`src/rtl/core/modular_exponentiation_defines.svh`:
```
// Assertion macros for the modular exponentiation core.
// Clocked on i_clk and disabled while i_rst_n is low; empty when SYNTH is defined.
`ifndef MODULAR_EXPONENTIATION_DEFINES_SVH
`define MODULAR_EXPONENTIATION_DEFINES_SVH
`ifndef SYNTH
`define ME_ASSERT(lbl, prop) \
    lbl: assert property (@(posedge i_clk) disable iff (!i_rst_n) (prop)) \
        else $error("assertion failed");
`define ME_ASSERT_IMP(lbl, ante, cons) \
    lbl: assert property (@(posedge i_clk) disable iff (!i_rst_n) (ante) |-> (cons)) \
        else $error("implication failed");
`define ME_ASSERT_NXT(lbl, ante, cons) \
    lbl: assert property (@(posedge i_clk) disable iff (!i_rst_n) (ante) |=> (cons)) \
        else $error("next-cycle implication failed");
`else
`define ME_ASSERT(lbl, prop)
`define ME_ASSERT_IMP(lbl, ante, cons)
`define ME_ASSERT_NXT(lbl, ante, cons)
`endif
`endif

```
`src/rtl/core/modexp_pkg.sv`:
```
// Shared types and constants for the modular exponentiation core.
// No dependencies; imported by modexp_mulmod, modular_exponentiation, power_checker and tb.
package modexp_pkg;

    localparam int BASE_W = 31;
    localparam int EXP_W  = 63;
    localparam int CNT_W  = $clog2(BASE_W + 1);

    localparam logic [BASE_W-1:0] MODULUS_RESET = 31'd1000000007;

    typedef struct packed {
        logic             start;
        logic [CNT_W-1:0] nbits;
    } t_mul_ctl;

    typedef struct packed {
        logic busy;
        logic done;
    } t_mul_stat;

    typedef enum logic [5:0] {
        S_IDLE    = 6'b000001,
        S_BASE    = 6'b000010,
        S_NEXT    = 6'b000100,
        S_MUL_ACC = 6'b001000,
        S_MUL_SQ  = 6'b010000,
        S_DONE    = 6'b100000
    } t_state;

endpackage

```
`src/rtl/core/modexp_mulmod.sv`:
```
// Bit-serial interleaved modular multiplier: one operand bit per cycle, MSB first.
// Depends on modexp_pkg and modular_exponentiation_defines.svh.
`include "modular_exponentiation_defines.svh"
module modexp_mulmod #(
    parameter int MOD_BITS = 31
) (
    input  logic                          i_clk,
    input  logic                          i_rst_n,
    input  modexp_pkg::t_mul_ctl          i_ctl,
    input  logic [MOD_BITS-1:0]           i_a,
    input  logic [modexp_pkg::BASE_W-1:0] i_b,
    input  logic [MOD_BITS:0]             i_m,
    output modexp_pkg::t_mul_stat         o_stat,
    output logic [MOD_BITS-1:0]           o_prod
);
    import modexp_pkg::*;

    logic                r_busy;
    logic                r_done;
    logic [CNT_W-1:0]    r_cnt;
    logic [MOD_BITS-1:0] r_r;
    logic [MOD_BITS-1:0] r_a;
    logic [BASE_W-1:0]   r_b;
    logic [MOD_BITS:0]   r_m;

    logic [MOD_BITS+1:0] w_sum;
    logic [MOD_BITS+1:0] w_sub;
    logic [MOD_BITS+1:0] w_red;

    always_comb begin
        w_sum = {1'b0, r_r, 1'b0} + (r_b[BASE_W-1] ? (MOD_BITS+2)'(r_a) : '0);
        if (w_sum >= (MOD_BITS+2)'(r_m)) begin
            w_sub = w_sum - (MOD_BITS+2)'(r_m);
        end else begin
            w_sub = w_sum;
        end
        if (w_sub >= (MOD_BITS+2)'(r_m)) begin
            w_red = w_sub - (MOD_BITS+2)'(r_m);
        end else begin
            w_red = w_sub;
        end
    end

    always_ff @(posedge i_clk) begin
        if (!i_rst_n) begin
            r_busy <= 1'b0;
            r_done <= 1'b0;
            r_cnt  <= '0;
        end else begin
            r_done <= 1'b0;
            if (i_ctl.start) begin
                r_busy <= 1'b1;
                r_cnt  <= i_ctl.nbits;
            end else if (r_busy) begin
                r_cnt <= r_cnt - CNT_W'(1);
                if (r_cnt == CNT_W'(1)) begin
                    r_busy <= 1'b0;
                    r_done <= 1'b1;
                end
            end
        end
    end

    always_ff @(posedge i_clk) begin
        if (i_ctl.start) begin
            r_r <= '0;
            r_a <= i_a;
            r_b <= i_b;
            r_m <= i_m;
        end else if (r_busy) begin
            r_r <= w_red[MOD_BITS-1:0];
            r_b <= r_b << 1;
        end
    end

    assign o_stat.busy = r_busy;
    assign o_stat.done = r_done;
    assign o_prod      = r_r;

    `ME_ASSERT_IMP(a_residue_bound, r_busy, {1'b0, r_r} < r_m)
    `ME_ASSERT_IMP(a_done_idle, r_done, !r_busy)
    `ME_ASSERT_NXT(a_start_busy, i_ctl.start, r_busy)

endmodule

```
`src/rtl/core/modular_exponentiation.sv`:
```
// Modular exponentiation, right-to-left square and multiply over a serial mulmod.
// A base reduction comes first, then one multiply or square at a time on the mulmod;
// at most 125 of them for a full 63-bit exponent; one item at a time.
// A result waits in an output register while the next request is taken.
// Reset (synchronous, active low) idles the sequencer and loads modulus 1000000007.
// Depends on modexp_pkg, modexp_mulmod and modular_exponentiation_defines.svh.
`include "modular_exponentiation_defines.svh"
module modular_exponentiation #(
    parameter int EXP_BITS = 63,
    parameter int MOD_BITS = 31
) (
    input  logic                          i_clk,
    input  logic                          i_rst_n,
    input  logic                          i_modulus_we,
    input  logic [modexp_pkg::BASE_W-1:0] i_modulus,
    input  logic                          i_valid,
    output logic                          o_stall,
    input  logic [modexp_pkg::BASE_W-1:0] i_base_value,
    input  logic [modexp_pkg::EXP_W-1:0]  i_exponent,
    output logic                          o_valid,
    input  logic                          i_stall,
    output logic [modexp_pkg::BASE_W-1:0] o_power_result
);
    import modexp_pkg::*;

    localparam logic [MOD_BITS-1:0] MOD_RESET = MODULUS_RESET[MOD_BITS-1:0];

    t_state              r_state, n_state;
    logic [MOD_BITS-1:0] r_modulus;
    logic [EXP_BITS-1:0] r_exp, n_exp;
    logic [MOD_BITS-1:0] r_acc, n_acc;
    logic [MOD_BITS-1:0] r_sq, n_sq;
    logic                r_out_valid, n_out_valid;
    logic [MOD_BITS-1:0] r_out_data, n_out_data;

    t_mul_ctl            w_ctl;
    t_mul_stat           w_stat;
    logic [MOD_BITS-1:0] w_a;
    logic [BASE_W-1:0]   w_b;
    logic [MOD_BITS:0]   w_m_eff;
    logic [MOD_BITS-1:0] w_prod;
    logic [BASE_W-1:0]   w_sq_just;
    logic [EXP_BITS-1:0] w_exp_shr;

    assign w_m_eff   = {(r_modulus == '0), r_modulus};
    assign w_sq_just = BASE_W'(r_sq) << (BASE_W - MOD_BITS);
    assign w_exp_shr = r_exp >> 1;

    always_comb begin
        n_state     = r_state;
        n_exp       = r_exp;
        n_acc       = r_acc;
        n_sq        = r_sq;
        n_out_valid = r_out_valid && i_stall;
        n_out_data  = r_out_data;
        w_ctl.start = 1'b0;
        w_ctl.nbits = CNT_W'(MOD_BITS);
        w_a         = r_acc;
        w_b         = w_sq_just;
        case (r_state)
            S_IDLE: begin
                if (i_valid) begin
                    n_exp       = i_exponent[EXP_BITS-1:0];
                    n_acc       = MOD_BITS'(1);
                    w_ctl.start = 1'b1;
                    w_ctl.nbits = CNT_W'(BASE_W);
                    w_a         = MOD_BITS'(1);
                    w_b         = i_base_value;
                    n_state     = S_BASE;
                end
            end
            S_BASE: begin
                if (w_stat.done) begin
                    n_sq    = w_prod;
                    n_state = S_NEXT;
                end
            end
            S_NEXT: begin
                if (r_exp == '0) begin
                    n_state = S_DONE;
                end else if (r_exp[0]) begin
                    w_ctl.start = 1'b1;
                    n_state     = S_MUL_ACC;
                end else begin
                    n_exp = w_exp_shr;
                    if (w_exp_shr != '0) begin
                        w_ctl.start = 1'b1;
                        w_a         = r_sq;
                        n_state     = S_MUL_SQ;
                    end else begin
                        n_state = S_DONE;
                    end
                end
            end
            S_MUL_ACC: begin
                if (w_stat.done) begin
                    n_acc   = w_prod;
                    n_exp   = r_exp & ~EXP_BITS'(1);
                    n_state = S_NEXT;
                end
            end
            S_MUL_SQ: begin
                if (w_stat.done) begin
                    n_sq    = w_prod;
                    n_state = S_NEXT;
                end
            end
            S_DONE: begin
                if (!r_out_valid || !i_stall) begin
                    n_out_valid = 1'b1;
                    n_out_data  = r_acc;
                    n_state     = S_IDLE;
                end
            end
            default: begin
                n_state = S_IDLE;
            end
        endcase
    end

    always_ff @(posedge i_clk) begin
        if (!i_rst_n) begin
            r_state     <= S_IDLE;
            r_out_valid <= 1'b0;
            r_modulus   <= MOD_RESET;
        end else begin
            r_state     <= n_state;
            r_out_valid <= n_out_valid;
            if (i_modulus_we) begin
                r_modulus <= i_modulus[MOD_BITS-1:0];
            end
        end
    end

    always_ff @(posedge i_clk) begin
        r_exp      <= n_exp;
        r_acc      <= n_acc;
        r_sq       <= n_sq;
        r_out_data <= n_out_data;
    end

    modexp_mulmod #(
        .MOD_BITS (MOD_BITS)
    ) u_mulmod (
        .i_clk   (i_clk),
        .i_rst_n (i_rst_n),
        .i_ctl   (w_ctl),
        .i_a     (w_a),
        .i_b     (w_b),
        .i_m     (w_m_eff),
        .o_stat  (w_stat),
        .o_prod  (w_prod)
    );

    assign o_stall        = (r_state != S_IDLE);
    assign o_valid        = r_out_valid;
    assign o_power_result = BASE_W'(r_out_data);

    `ME_ASSERT_IMP(a_start_free, w_ctl.start, !w_stat.busy)
    `ME_ASSERT_IMP(a_acc_bound, r_state == S_DONE,
        ({1'b0, r_acc} < w_m_eff) || (r_acc == MOD_BITS'(1)))
    `ME_ASSERT_NXT(a_accept_base, (r_state == S_IDLE) && i_valid,
        (r_state == S_BASE) && w_stat.busy)

endmodule

```
`config.mk`:
```
export PLATFORM = sky130hd
export DESIGN_NAME = modular_exponentiation
export DESIGN_NICKNAME = d
export VERILOG_FILES = /design/src/rtl/core/modexp_pkg.sv /design/src/rtl/core/modexp_mulmod.sv /design/src/rtl/core/modular_exponentiation.sv
export VERILOG_INCLUDE_DIRS = /design/src /design/src/rtl/core
export SDC_FILE = /design/constraint.sdc
export NUM_CORES = 1
export LEC_CHECK = 0
export ABC_AREA = 1
export BUFFER_PORTS_ARGS = -buffer_cell sky130_fd_sc_hd__buf_2
export CAP_MARGIN = 20
export CORE_MARGIN = 3
export CORE_UTILIZATION = 60
export DETAILED_ROUTE_END_ITERATION = 6
export GPL_TIMING_DRIVEN = 0
export PLACE_DENSITY = 0.89
export SYNTH_ARGS = -nofsm -noshare
export SYNTH_HDL_FRONTEND = slang
export SYNTH_SLANG_ARGS = --single-unit
```
`constraint.sdc`:
```
create_clock -name i_clk -period 11.9 [get_ports i_clk]
set_input_delay 0.595 -clock i_clk [delete_from_list [all_inputs] [get_ports i_clk]]
set_output_delay 0.595 -clock i_clk [all_outputs]
set_load 0.05 [all_outputs]
```
==> After elaboration in Yosys (flattened, before gate mapping) <==
Index checks and enable logic that the tools add are counted.
{ "classes": {"n_reduce_logical": 20, "addsub": 4, "muxes": 40, "n_eq_ne": 14, "bitwise_logic": 3, "n_lt_le_gt_ge": 2} }
{ "ops": {"columns": ["cell", "count"], "rows": [
  ["$mux 31", 11],
  ["$mux 63", 3],
  ["$pmux 63 s3", 1],
  ["$pmux 31 s2", 2],
  ["$ge 33x32->1", 2],
  ["$logic_not 63->1", 1],
  ["$reduce_bool 63->1", 1],
  ["$mux 6", 7],
  ["$add 32x33->33", 1],
  ["$mux 33", 1],
  ["$sub 33x32->33", 1],
  ["$logic_not 31->1", 1],
  ["$sub 31x31->31", 1],
  ["$pmux 6 s4", 1],
  ["$mux 5", 3],
  ["$mux 1", 10],
  ["$ne 2x2->1 const B", 4],
  ["$eq 6x1->1 const B", 1],
  ["$eq 6x2->1 const B", 1],
  ["$eq 6x3->1 const B", 1],
  ["$eq 6x4->1 const B", 1],
  ["$eq 6x5->1 const B", 1],
  ["$eq 6x6->1 const B", 1],
  ["$ne 6x1->1 const B", 1],
  ["16 further kinds", 25]
]} }
{ "totals": {"word_cells": 98, "ff_bits": 326, "inputBits": 130, "output_inout_bits": 33} }

==> Longest topological paths before layout <==
Gate-level depths: netlist of run 1.
{ "logic_depth": {"ltp_word": 6, "depth_mapped": 49, "depth_no_buf": 45} }

==> Cells and area by module <==
From an unflattened synthesis of run 1, not the netlist that was laid out.
{ "hier_totals": {"hier_cells": 3038, "hier_area_um2": 21688.3} }
{ "by_module_without_submodules": {"columns": ["module", "area_each_um2", "cells_each", "n_inst"], "rows": [
  ["modexp_mulmod", 12595.8, 2017, 1],
  ["modular_exponentiation", 9092.5, 1021, 1]
]} }

==> Worst setup path after synthesis of run 1 <==
Ideal clock, no wire load.
{ "synth_timing": {"path_type": "register to register", "start": "register u_mulmod.r_b[30]", "end": "register u_mulmod.r_r[29] (netlist: u_mulmod.o_prod[29])", "path_slack_ns": 6.515, "t_arrival_ns": 5.272, "stages_incl_launch_ff": 47, "setup_ns": 0.113, "cell_sequence": "edfxtp_1 -> clkbuf_1 -> nand2_1 -> inv_1 -> ha_1 -> fa_1 -> nand2_1 -> o21ai_0 -> nand3_1 -> nand2_1 -> nand3_1 -> nand3_1 -> a21oi_1 -> xor2_1 -> ha_1 -> inv_1 -> nor2_1 -> nand2_1 -> [11 not listed] -> buf_2 -> nand2_1 -> nand2_1 -> nand2_1 -> nand3_2 -> nand2_1 -> nand2_1 -> nand2_1 -> nand2_1 -> nand2_1 -> nand2_1 -> a21oi_2 -> nand2_4 -> inv_2 -> buf_6 -> nand2_1 -> nand3_1 -> nand2_1"} }
{ "synth_via": {"elab_chain_len": 6, "word_cells_on_any_way": 8, "cone_classes": "3 x add/sub; 2 x order compare; 3 x mux"} }
{ "synth_rtl": {"columns": ["element", "line_no", "text"], "rows": [
  ["start: declaration", "modexp_mulmod.sv:23", "logic [BASE_W-1:0] r_b;"],
  ["start signal: assignment", "modexp_mulmod.sv:68", "r_b <= i_b;"],
  ["start signal: assignment", "modexp_mulmod.sv:72", "r_b <= r_b << 1;"],
  ["$mux 31 (*)", "modexp_mulmod.sv:31", "w_sum = {1'b0, r_r, 1'b0} + (r_b[BASE_W-1] ? (MOD_BITS+2)'(r_a) : '0);"],
  ["$add 32x33->33 (*)", "modexp_mulmod.sv:31", null],
  ["$sub 33x32->33 / $ge 33x32->1 (equally long branches)", "modexp_mulmod.sv:33, modexp_mulmod.sv:32", null],
  ["$mux 33 (*)", "modexp_mulmod.sv:32", "if (w_sum >= (MOD_BITS+2)'(r_m)) begin"],
  ["$sub 31x31->31 / $ge 33x32->1 (equally long branches)", "modexp_mulmod.sv:38, modexp_mulmod.sv:37", null],
  ["$mux 31 (*)", "modexp_mulmod.sv:37", "if (w_sub >= (MOD_BITS+2)'(r_m)) begin"],
  ["end signal: assignment", "modexp_mulmod.sv:71", "r_r <= w_red[MOD_BITS-1:0];"],
  ["end: declaration", "modexp_mulmod.sv:21", "logic [MOD_BITS-1:0] r_r;"]
]} }
Every way passes the cells marked *; elsewhere a longest branch is shown, timed or not.
A chain may end at the register's enable or synchronous reset.

==> Worst setup path in the final report of run 1 <==
{ "layout_timing": {"start": "register u_mulmod.r_b[30]", "end": "register u_mulmod.r_r[26] (netlist: u_mulmod.o_prod[26])"} }
Same word-level chain as after synthesis.

==> impl_metrics.yaml, run 1 <==
outcome:
  status: "finished with violations"
  violations: "DRC"
place:
  io_buffers: 161
  hpwl_um: 52500
  gp_congestion: 1.07
  dpl_worst_slack_ns: 4.44
  dp.cells: 3217
finish:
  area_growth_pct: 12.7
  reg.largest.list: "r_exp (63), u_mulmod.r_m (32)"
  final_cells: 3280
  num_antenna_cells: 0
  drive_above_1_share_pct: 10.3
  area.sequential_mm2: 0.00903
  largest_reg_flops: 63
  multi_input_area_mm2: 0.00960
  top_register: "r_exp"
  finalNetCount: 3041
  layout_common_cells: "nand2_1 (780), inv_1 (352), edfxtp_1 (250)"
  fillCellCount: 2631
  final_common_cell: "nand2_1"
clock_network:
  clk_pin_slew_ns: 0.06
  holdBufCountCts: 0
  numClockSinks: 326
  cts_resized: 0
  clock_latency_ns: 0.53
  cts_buffer_depth: 3
  numCtsBuffers: 34
  cts_tree: "yes"
  root_buffer: "clkbuf_16"
  cts_max_level: 2
  post_cts_buffers: 0
route:
  routedWlPerCell_um: 20.5
  drc_errors: 5
  drt-total-wl_um: 67300
  vias_per_cell: 5.96
  drt_iter0_drc: 2382
  ant_nets: 0
  drtPass1Iterations: 7
  vias: 19500
global_route:
  grt_overflow: 0
  antenna_found_initial: 0
  grt_pass1_wl_um: 103000
  grt_max_degree: 73
  grt_util_all_layers_pct: 36.6
  grt_pass1_vias: 18600
power:
  cellPowerDensity_mw_per_mm2: 320
  p_leak_nw: 10.9
  vdd_drop_max_mv: 0.240
  power.total_w: 0.00734
die:
  initial_utilization_pct: 61.7
  dieArea_mm2: 0.0362
  dieHeight_um: 190
  core_mm2: 0.0330
  num_rows: 66
  io-pin-count: 163
  die_x_um: 190
timing:
  fmax_mhz: 129
  fin_crit_sh_pct: 65.4
  drv_slew: 0
  tns_ns: 0
  finalClockSkew_ns: 0.0135
  rsz0062_at_grt: "no"
  hold_viol: 0
  worstMarginPinSlew_ns: 1.01
  timing.final.ws_setup_ns: 4.12
  fin_crit_ns: 7.78
  finalHoldWorstSlack_ns: 0.285
  slew_headroom_pct: 32.6
  setup_viol: 0
logic_synthesis:
  synth-seq-cells: 326
  yosysTopAreaCellShare_pct: 36.8
  synthArstFlopShare_pct: 0
  synth_cell_types: 52
  syn_area_mm2: 0.0204
  syn_avg_cell_area_um2: 7.80
  synth_edf_count: 250
  synth-main-ff-cell: "edfxtp_1"
  yosys_warnings: 0
  synth_largest_area_cell: "edfxtp_1"
  synth_fp_nets: 2840
  netlist_instances: 2611
  synthTopCellsByArea: "edfxtp_1 (37%), nand2_1 (14%), dfxtp_1 (7.5%)"
  synth-seq-area-share_pct: 44.3
hold_path:
  hp-class: "input port to flip-flop"
critical_path:
  cpMaxStageDelayCell: "o21ai_0"
  cp-end-kind: "flip-flop"
  path_class: "flip-flop to flip-flop"
  cp.arrival_ns: 8.19
  cp.required_ns: 12.31
  cp_common_cell: "nand2_1"
  start_kind: "flip-flop"
  cp_max_fo: 10
  crit_path_max_incr_delay_ns: 0.57
job:
  max_cap_violations: 0
where the power goes:
part           switching, W  leakage, nW  internal, W  total, W
clock              0.000448        0.545     0.000617   0.00107
sequential         0.000154         3.01      0.00157   0.00173
combinational       0.00310         7.30      0.00145   0.00455
total               0.00370         10.9      0.00363   0.00734
cells in the mapped netlist, types with 20 or more instances:
library cell,count
xnor2_1,35
buf_2,22
o21ai_0,92
a21oi_1,93
o31ai_1,24
clkbuf_1,46
nand2_1,780
nand4_1,34
ha_1,96
inv_1,352
o21ai_1,20
nor2_1,219
nor3_1,25
a32o_1,35
dfxtp_1,76
nand3_1,203
xor2_1,29
edfxtp_1,250
a31oi_1,37
critical path: cells and delay by family, from the launching register on:
kind / cells / cell delay, ns
compound gates: 2 / 1.00
fa+ha+maj: 4 / 1.24
buf+inv: 5 / 0.91
simple gates: 26 / 3.53
flops: 1 / 0.47
xor+xnor: 1 / 0.47
per-stage QoR:
step	instance area [um2]	utilization (%)
after detailed placement	21800	66.1
after CTS	22900	69.4
after global routing	23000	69.5
final	23000	69.5
after floorplan	20400	-
after global placement	21700	65.8
cells by family after synthesis:
kind of cell,Yosys count,share of synthesized area [%]
adder cells (fa/ha/maj),99,6.19
AO/OA/AOI/OAI,346,10.5
AND/OR/NAND/NOR,1326,27.5
flip-flops,326,44.3
buffers and inverters,450,8.74
XOR/XNOR,64,2.75
final timing paths:
kind	from	to	slack, ns	cells past startpoint
setup / recovery	u_mulmod.r_b[30]	u_mulmod.o_prod[26]	4.12	38
hold / removal	i_modulus[23]	r_modulus[23]	0.29	3
setup reg to reg	u_mulmod.r_b[30]	u_mulmod.o_prod[26]	4.12	38
hold reg to reg	r_modulus[28]	u_mulmod.r_m[28]	0.46	0
layout make-up:
class	count	area share (%)
Clock inverter	20	0.850
Clock buffer	42	3.97
Inverter	366	5.98
Sequential cell	326	39.3
Timing Repair Buffer	165	3.92
Tap cell	442	2.41
Buffer	84	1.77
Multi-Input combinational cell	1835	41.8
metal layers:
layer,GRT usage (%),up-vias,part of all wire [%]
li1,-,9088,-
met1,47.0,9105,39
met2,60.2,1135,47
met3,4.63,219,8.2
met4,20.7,0,6.4
met5,0,-,0
Power figures use the tool's default switching activity.
==> run 2, diff against run 1 <==
--- a/config.mk
+++ b/config.mk
@@ -6,7 +6,7 @@
 export SDC_FILE = /design/constraint.sdc
 export NUM_CORES = 1
 export LEC_CHECK = 0
-export ABC_AREA = 1
+export ABC_AREA = 0
 export BUFFER_PORTS_ARGS = -buffer_cell sky130_fd_sc_hd__buf_2
 export CAP_MARGIN = 20
 export CORE_MARGIN = 3
==> constraint.sdc (replaced) <==
create_clock -name i_clk -period 7.61 [get_ports i_clk]
set_input_delay 0.3805 -clock i_clk [delete_from_list [all_inputs] [get_ports i_clk]]
set_output_delay 0.3805 -clock i_clk [all_outputs]
set_load 0.05 [all_outputs]
==> impl_metrics.yaml, run 2 <==
place:
  placed_area_mm2: 0.0199
  hpwl_um: 39800
  gp_congestion: 1.02
  io_buffers: 160
  dpl_worst_slack_ns: -1.53
clock_network:
  cts_buffer_depth: 3
  holdBufCountCts: 0
  numCtsBuffers: 35
  cts_tree: "yes"
  clk_pin_slew_ns: 0.06
  clock_latency_ns: 0.54
  cts_max_level: 2
  numClockSinks: 326
  root_buffer: "clkbuf_16"
route:
  drt_iter0_drc: 2290
  ant_nets: 0
  vias_per_cell: 6.69
  vias: 16200
  drc_errors: 0
  drtPass1Iterations: 6
  routedWlPerCell_um: 23.5
  drt-total-wl_um: 56700
die:
  initial_utilization_pct: 61.7
  io-pin-count: 163
  dieArea_mm2: 0.0330
  core_mm2: 0.0300
  dieHeight_um: 182
  die_x_um: 182
  num_rows: 63
finish:
  final_common_cell: "edfxtp_1"
  num_antenna_cells: 0
  fillCellCount: 1906
  finalNetCount: 2231
  top_register: "r_exp"
  multi_input_area_mm2: 0.00969
  area_growth_pct: 19.7
  fin_area_mm2: 0.0222
  layout_common_cells: "edfxtp_1 (250), nand2_1 (175), buf_2 (163)"
  largest_reg_flops: 63
  drive_above_1_share_pct: 21.3
  reg.largest.list: "r_exp (63), u_mulmod.r_m (32)"
  area.sequential_mm2: 0.00903
logic_synthesis:
  syn_avg_cell_area_um2: 10.5
  synth.area.mux_share_pct: 4.83
  synthTopCellsByArea: "edfxtp_1 (41%), dfxtp_1 (8.2%), ha_1 (6.5%)"
  yosys.area_share.simple_pct: 13.5
  synthMostInstantiatedCell: "edfxtp_1"
  synth-seq-cells: 326
  synth-compound-area-share_pct: 19.2
  yosys_warnings: 0
  synth_fp_nets: 1994
  synth-seq-area-share_pct: 48.7
  synth_top_family_by_area: "compound AO/OA/AOI/OAI gates"
  synthArstFlopShare_pct: 0
  synth_edf_count: 250
  netlist_instances: 1765
  synth_xor_area_share_pct: 3.83
  yosysTopAreaCellShare_pct: 40.5
  synth-main-ff-cell: "edfxtp_1"
  synth_largest_area_cell: "edfxtp_1"
  synth_cell_types: 80
  syn_area_mm2: 0.0185
  synthAdderAreaFrac_pct: 6.81
  synth_commonest_cells: "edfxtp_1 (250), nand2_1 (177), a21oi_1 (135)"
timing:
  worstMarginPinSlew_ns: 1.23
  finalClockSkew_ns: 0.0230
  hold_viol: 0
  drv_slew: 0
  fin_crit_ns: 7.70
  timing.final.ws_setup_ns: -0.0862
  slew_headroom_pct: 17.3
  setup_viol: 23
  tns_ns: -0.676
  fmax_mhz: 130
  fin_crit_sh_pct: 101
outcome:
  status: "finished with violations"
  violations: "setup timing"
global_route:
  top_usage_layer: "met2"
  grt_use_met2_pct: 51.7
  grtUsageMet1_pct: 41.3
  use_met3_pct: 6.07
  grt_util_all_layers_pct: 31.4
  grt_pass1_vias: 15100
  grt_overflow: 0
  grt_max_degree: 68
  antenna_found_initial: 0
  grt_pass1_wl_um: 82800
critical_path:
  cp.required_ns: 7.99
  cp-end-kind: "flip-flop"
  cp_common_cell: "buf_4"
  path_class: "flip-flop to flip-flop"
  start_kind: "flip-flop"
  cp.arrival_ns: 8.08
  cp_max_fo: 10
  crit_path_max_incr_delay_ns: 0.50
  cpMaxStageDelayCell: "edfxtp_1"
job:
  max_cap_violations: 0
hold_path:
  hp-class: "input port to flip-flop"
run 2: changes by cell type in the layout (fill, tap and decap cells not counted), sizes merged, moves of 29 or more:
cell,delta
nand2,-613
inv,-305
nand3,-152
nor2,-130
a22o,+92
mux2i,+71
a21oi,+45
a21o,+41
and2,+38
a32o,-35
a31oi,-29
nor2b,+29
run 2: area by class of cell:
cell class	instances	area share, %
flip-flops and latches	326	40.7
clock inverters	13	0.502
clock buffers	51	4.36
inverters	63	1.10
repair buffers	203	5.56
multi-input cells	1299	43.7
plain buffers	74	1.83
well taps	390	2.20
run 2: per-layer routing:
metal	up-vias	share of wire (%)
li1	7109	-
met3	231	11
met1	7657	37
met4	0	4.9
met5	-	0
met2	1178	47
run 2: cells by family (layout without fill, tap and decap cells):
kind of cell,Yosys count,after routing
xor gates and xnor gates,81,81
and+or+nand+nor,511,511
AOI/OAI and AO/OA,521,521
DFF,326,326
muxes,87,87
adders and majority gates,99,99
buffers and inverters,140,404
run 2: worst max-delay path: cells and delay by family, from the launching register on:
family,cells,cell delay (ns)
compound gates,16,2.94
buf+inv,7,1.24
simple gates,9,1.16
fa+ha+maj,4,1.13
flops,1,0.50
mux,1,0.38
xor+xnor,1,0.16
run 2: timing repair:
item	CTS	global route
resized for setup	53	122
cloned	0	2
pin swaps	23	58
endpoints found under the setup margin	31	31
hold endpoints to repair	0	0
buffers inserted	19	19
run 2: stage by stage:
step	utilization (%)	hold WS (ns)	cells
floorplan	-	0.430	1765
CTS	71.0	0.0666	2399
global route	73.8	0.0771	2419
finish	73.8	0.0774	2419
detailed placement	66.3	0.451	2318
global placement	66.0	0.445	2315
run 2: path summary, 6_finish.rpt:
path,start,endpoint,slack (ns),cells past startpoint
max reg2reg,u_mulmod.r_b[30],u_mulmod.o_prod[6],-0.09,38
min,i_modulus[29],r_modulus[29],0.08,3
min reg2reg,r_modulus[24],u_mulmod.r_m[24],0.47,0
max,u_mulmod.r_b[30],u_mulmod.o_prod[6],-0.09,38
Power of run 2 is not shown: default switching activity piles up to over one toggle a cycle in this logic, so the estimate is an artifact.
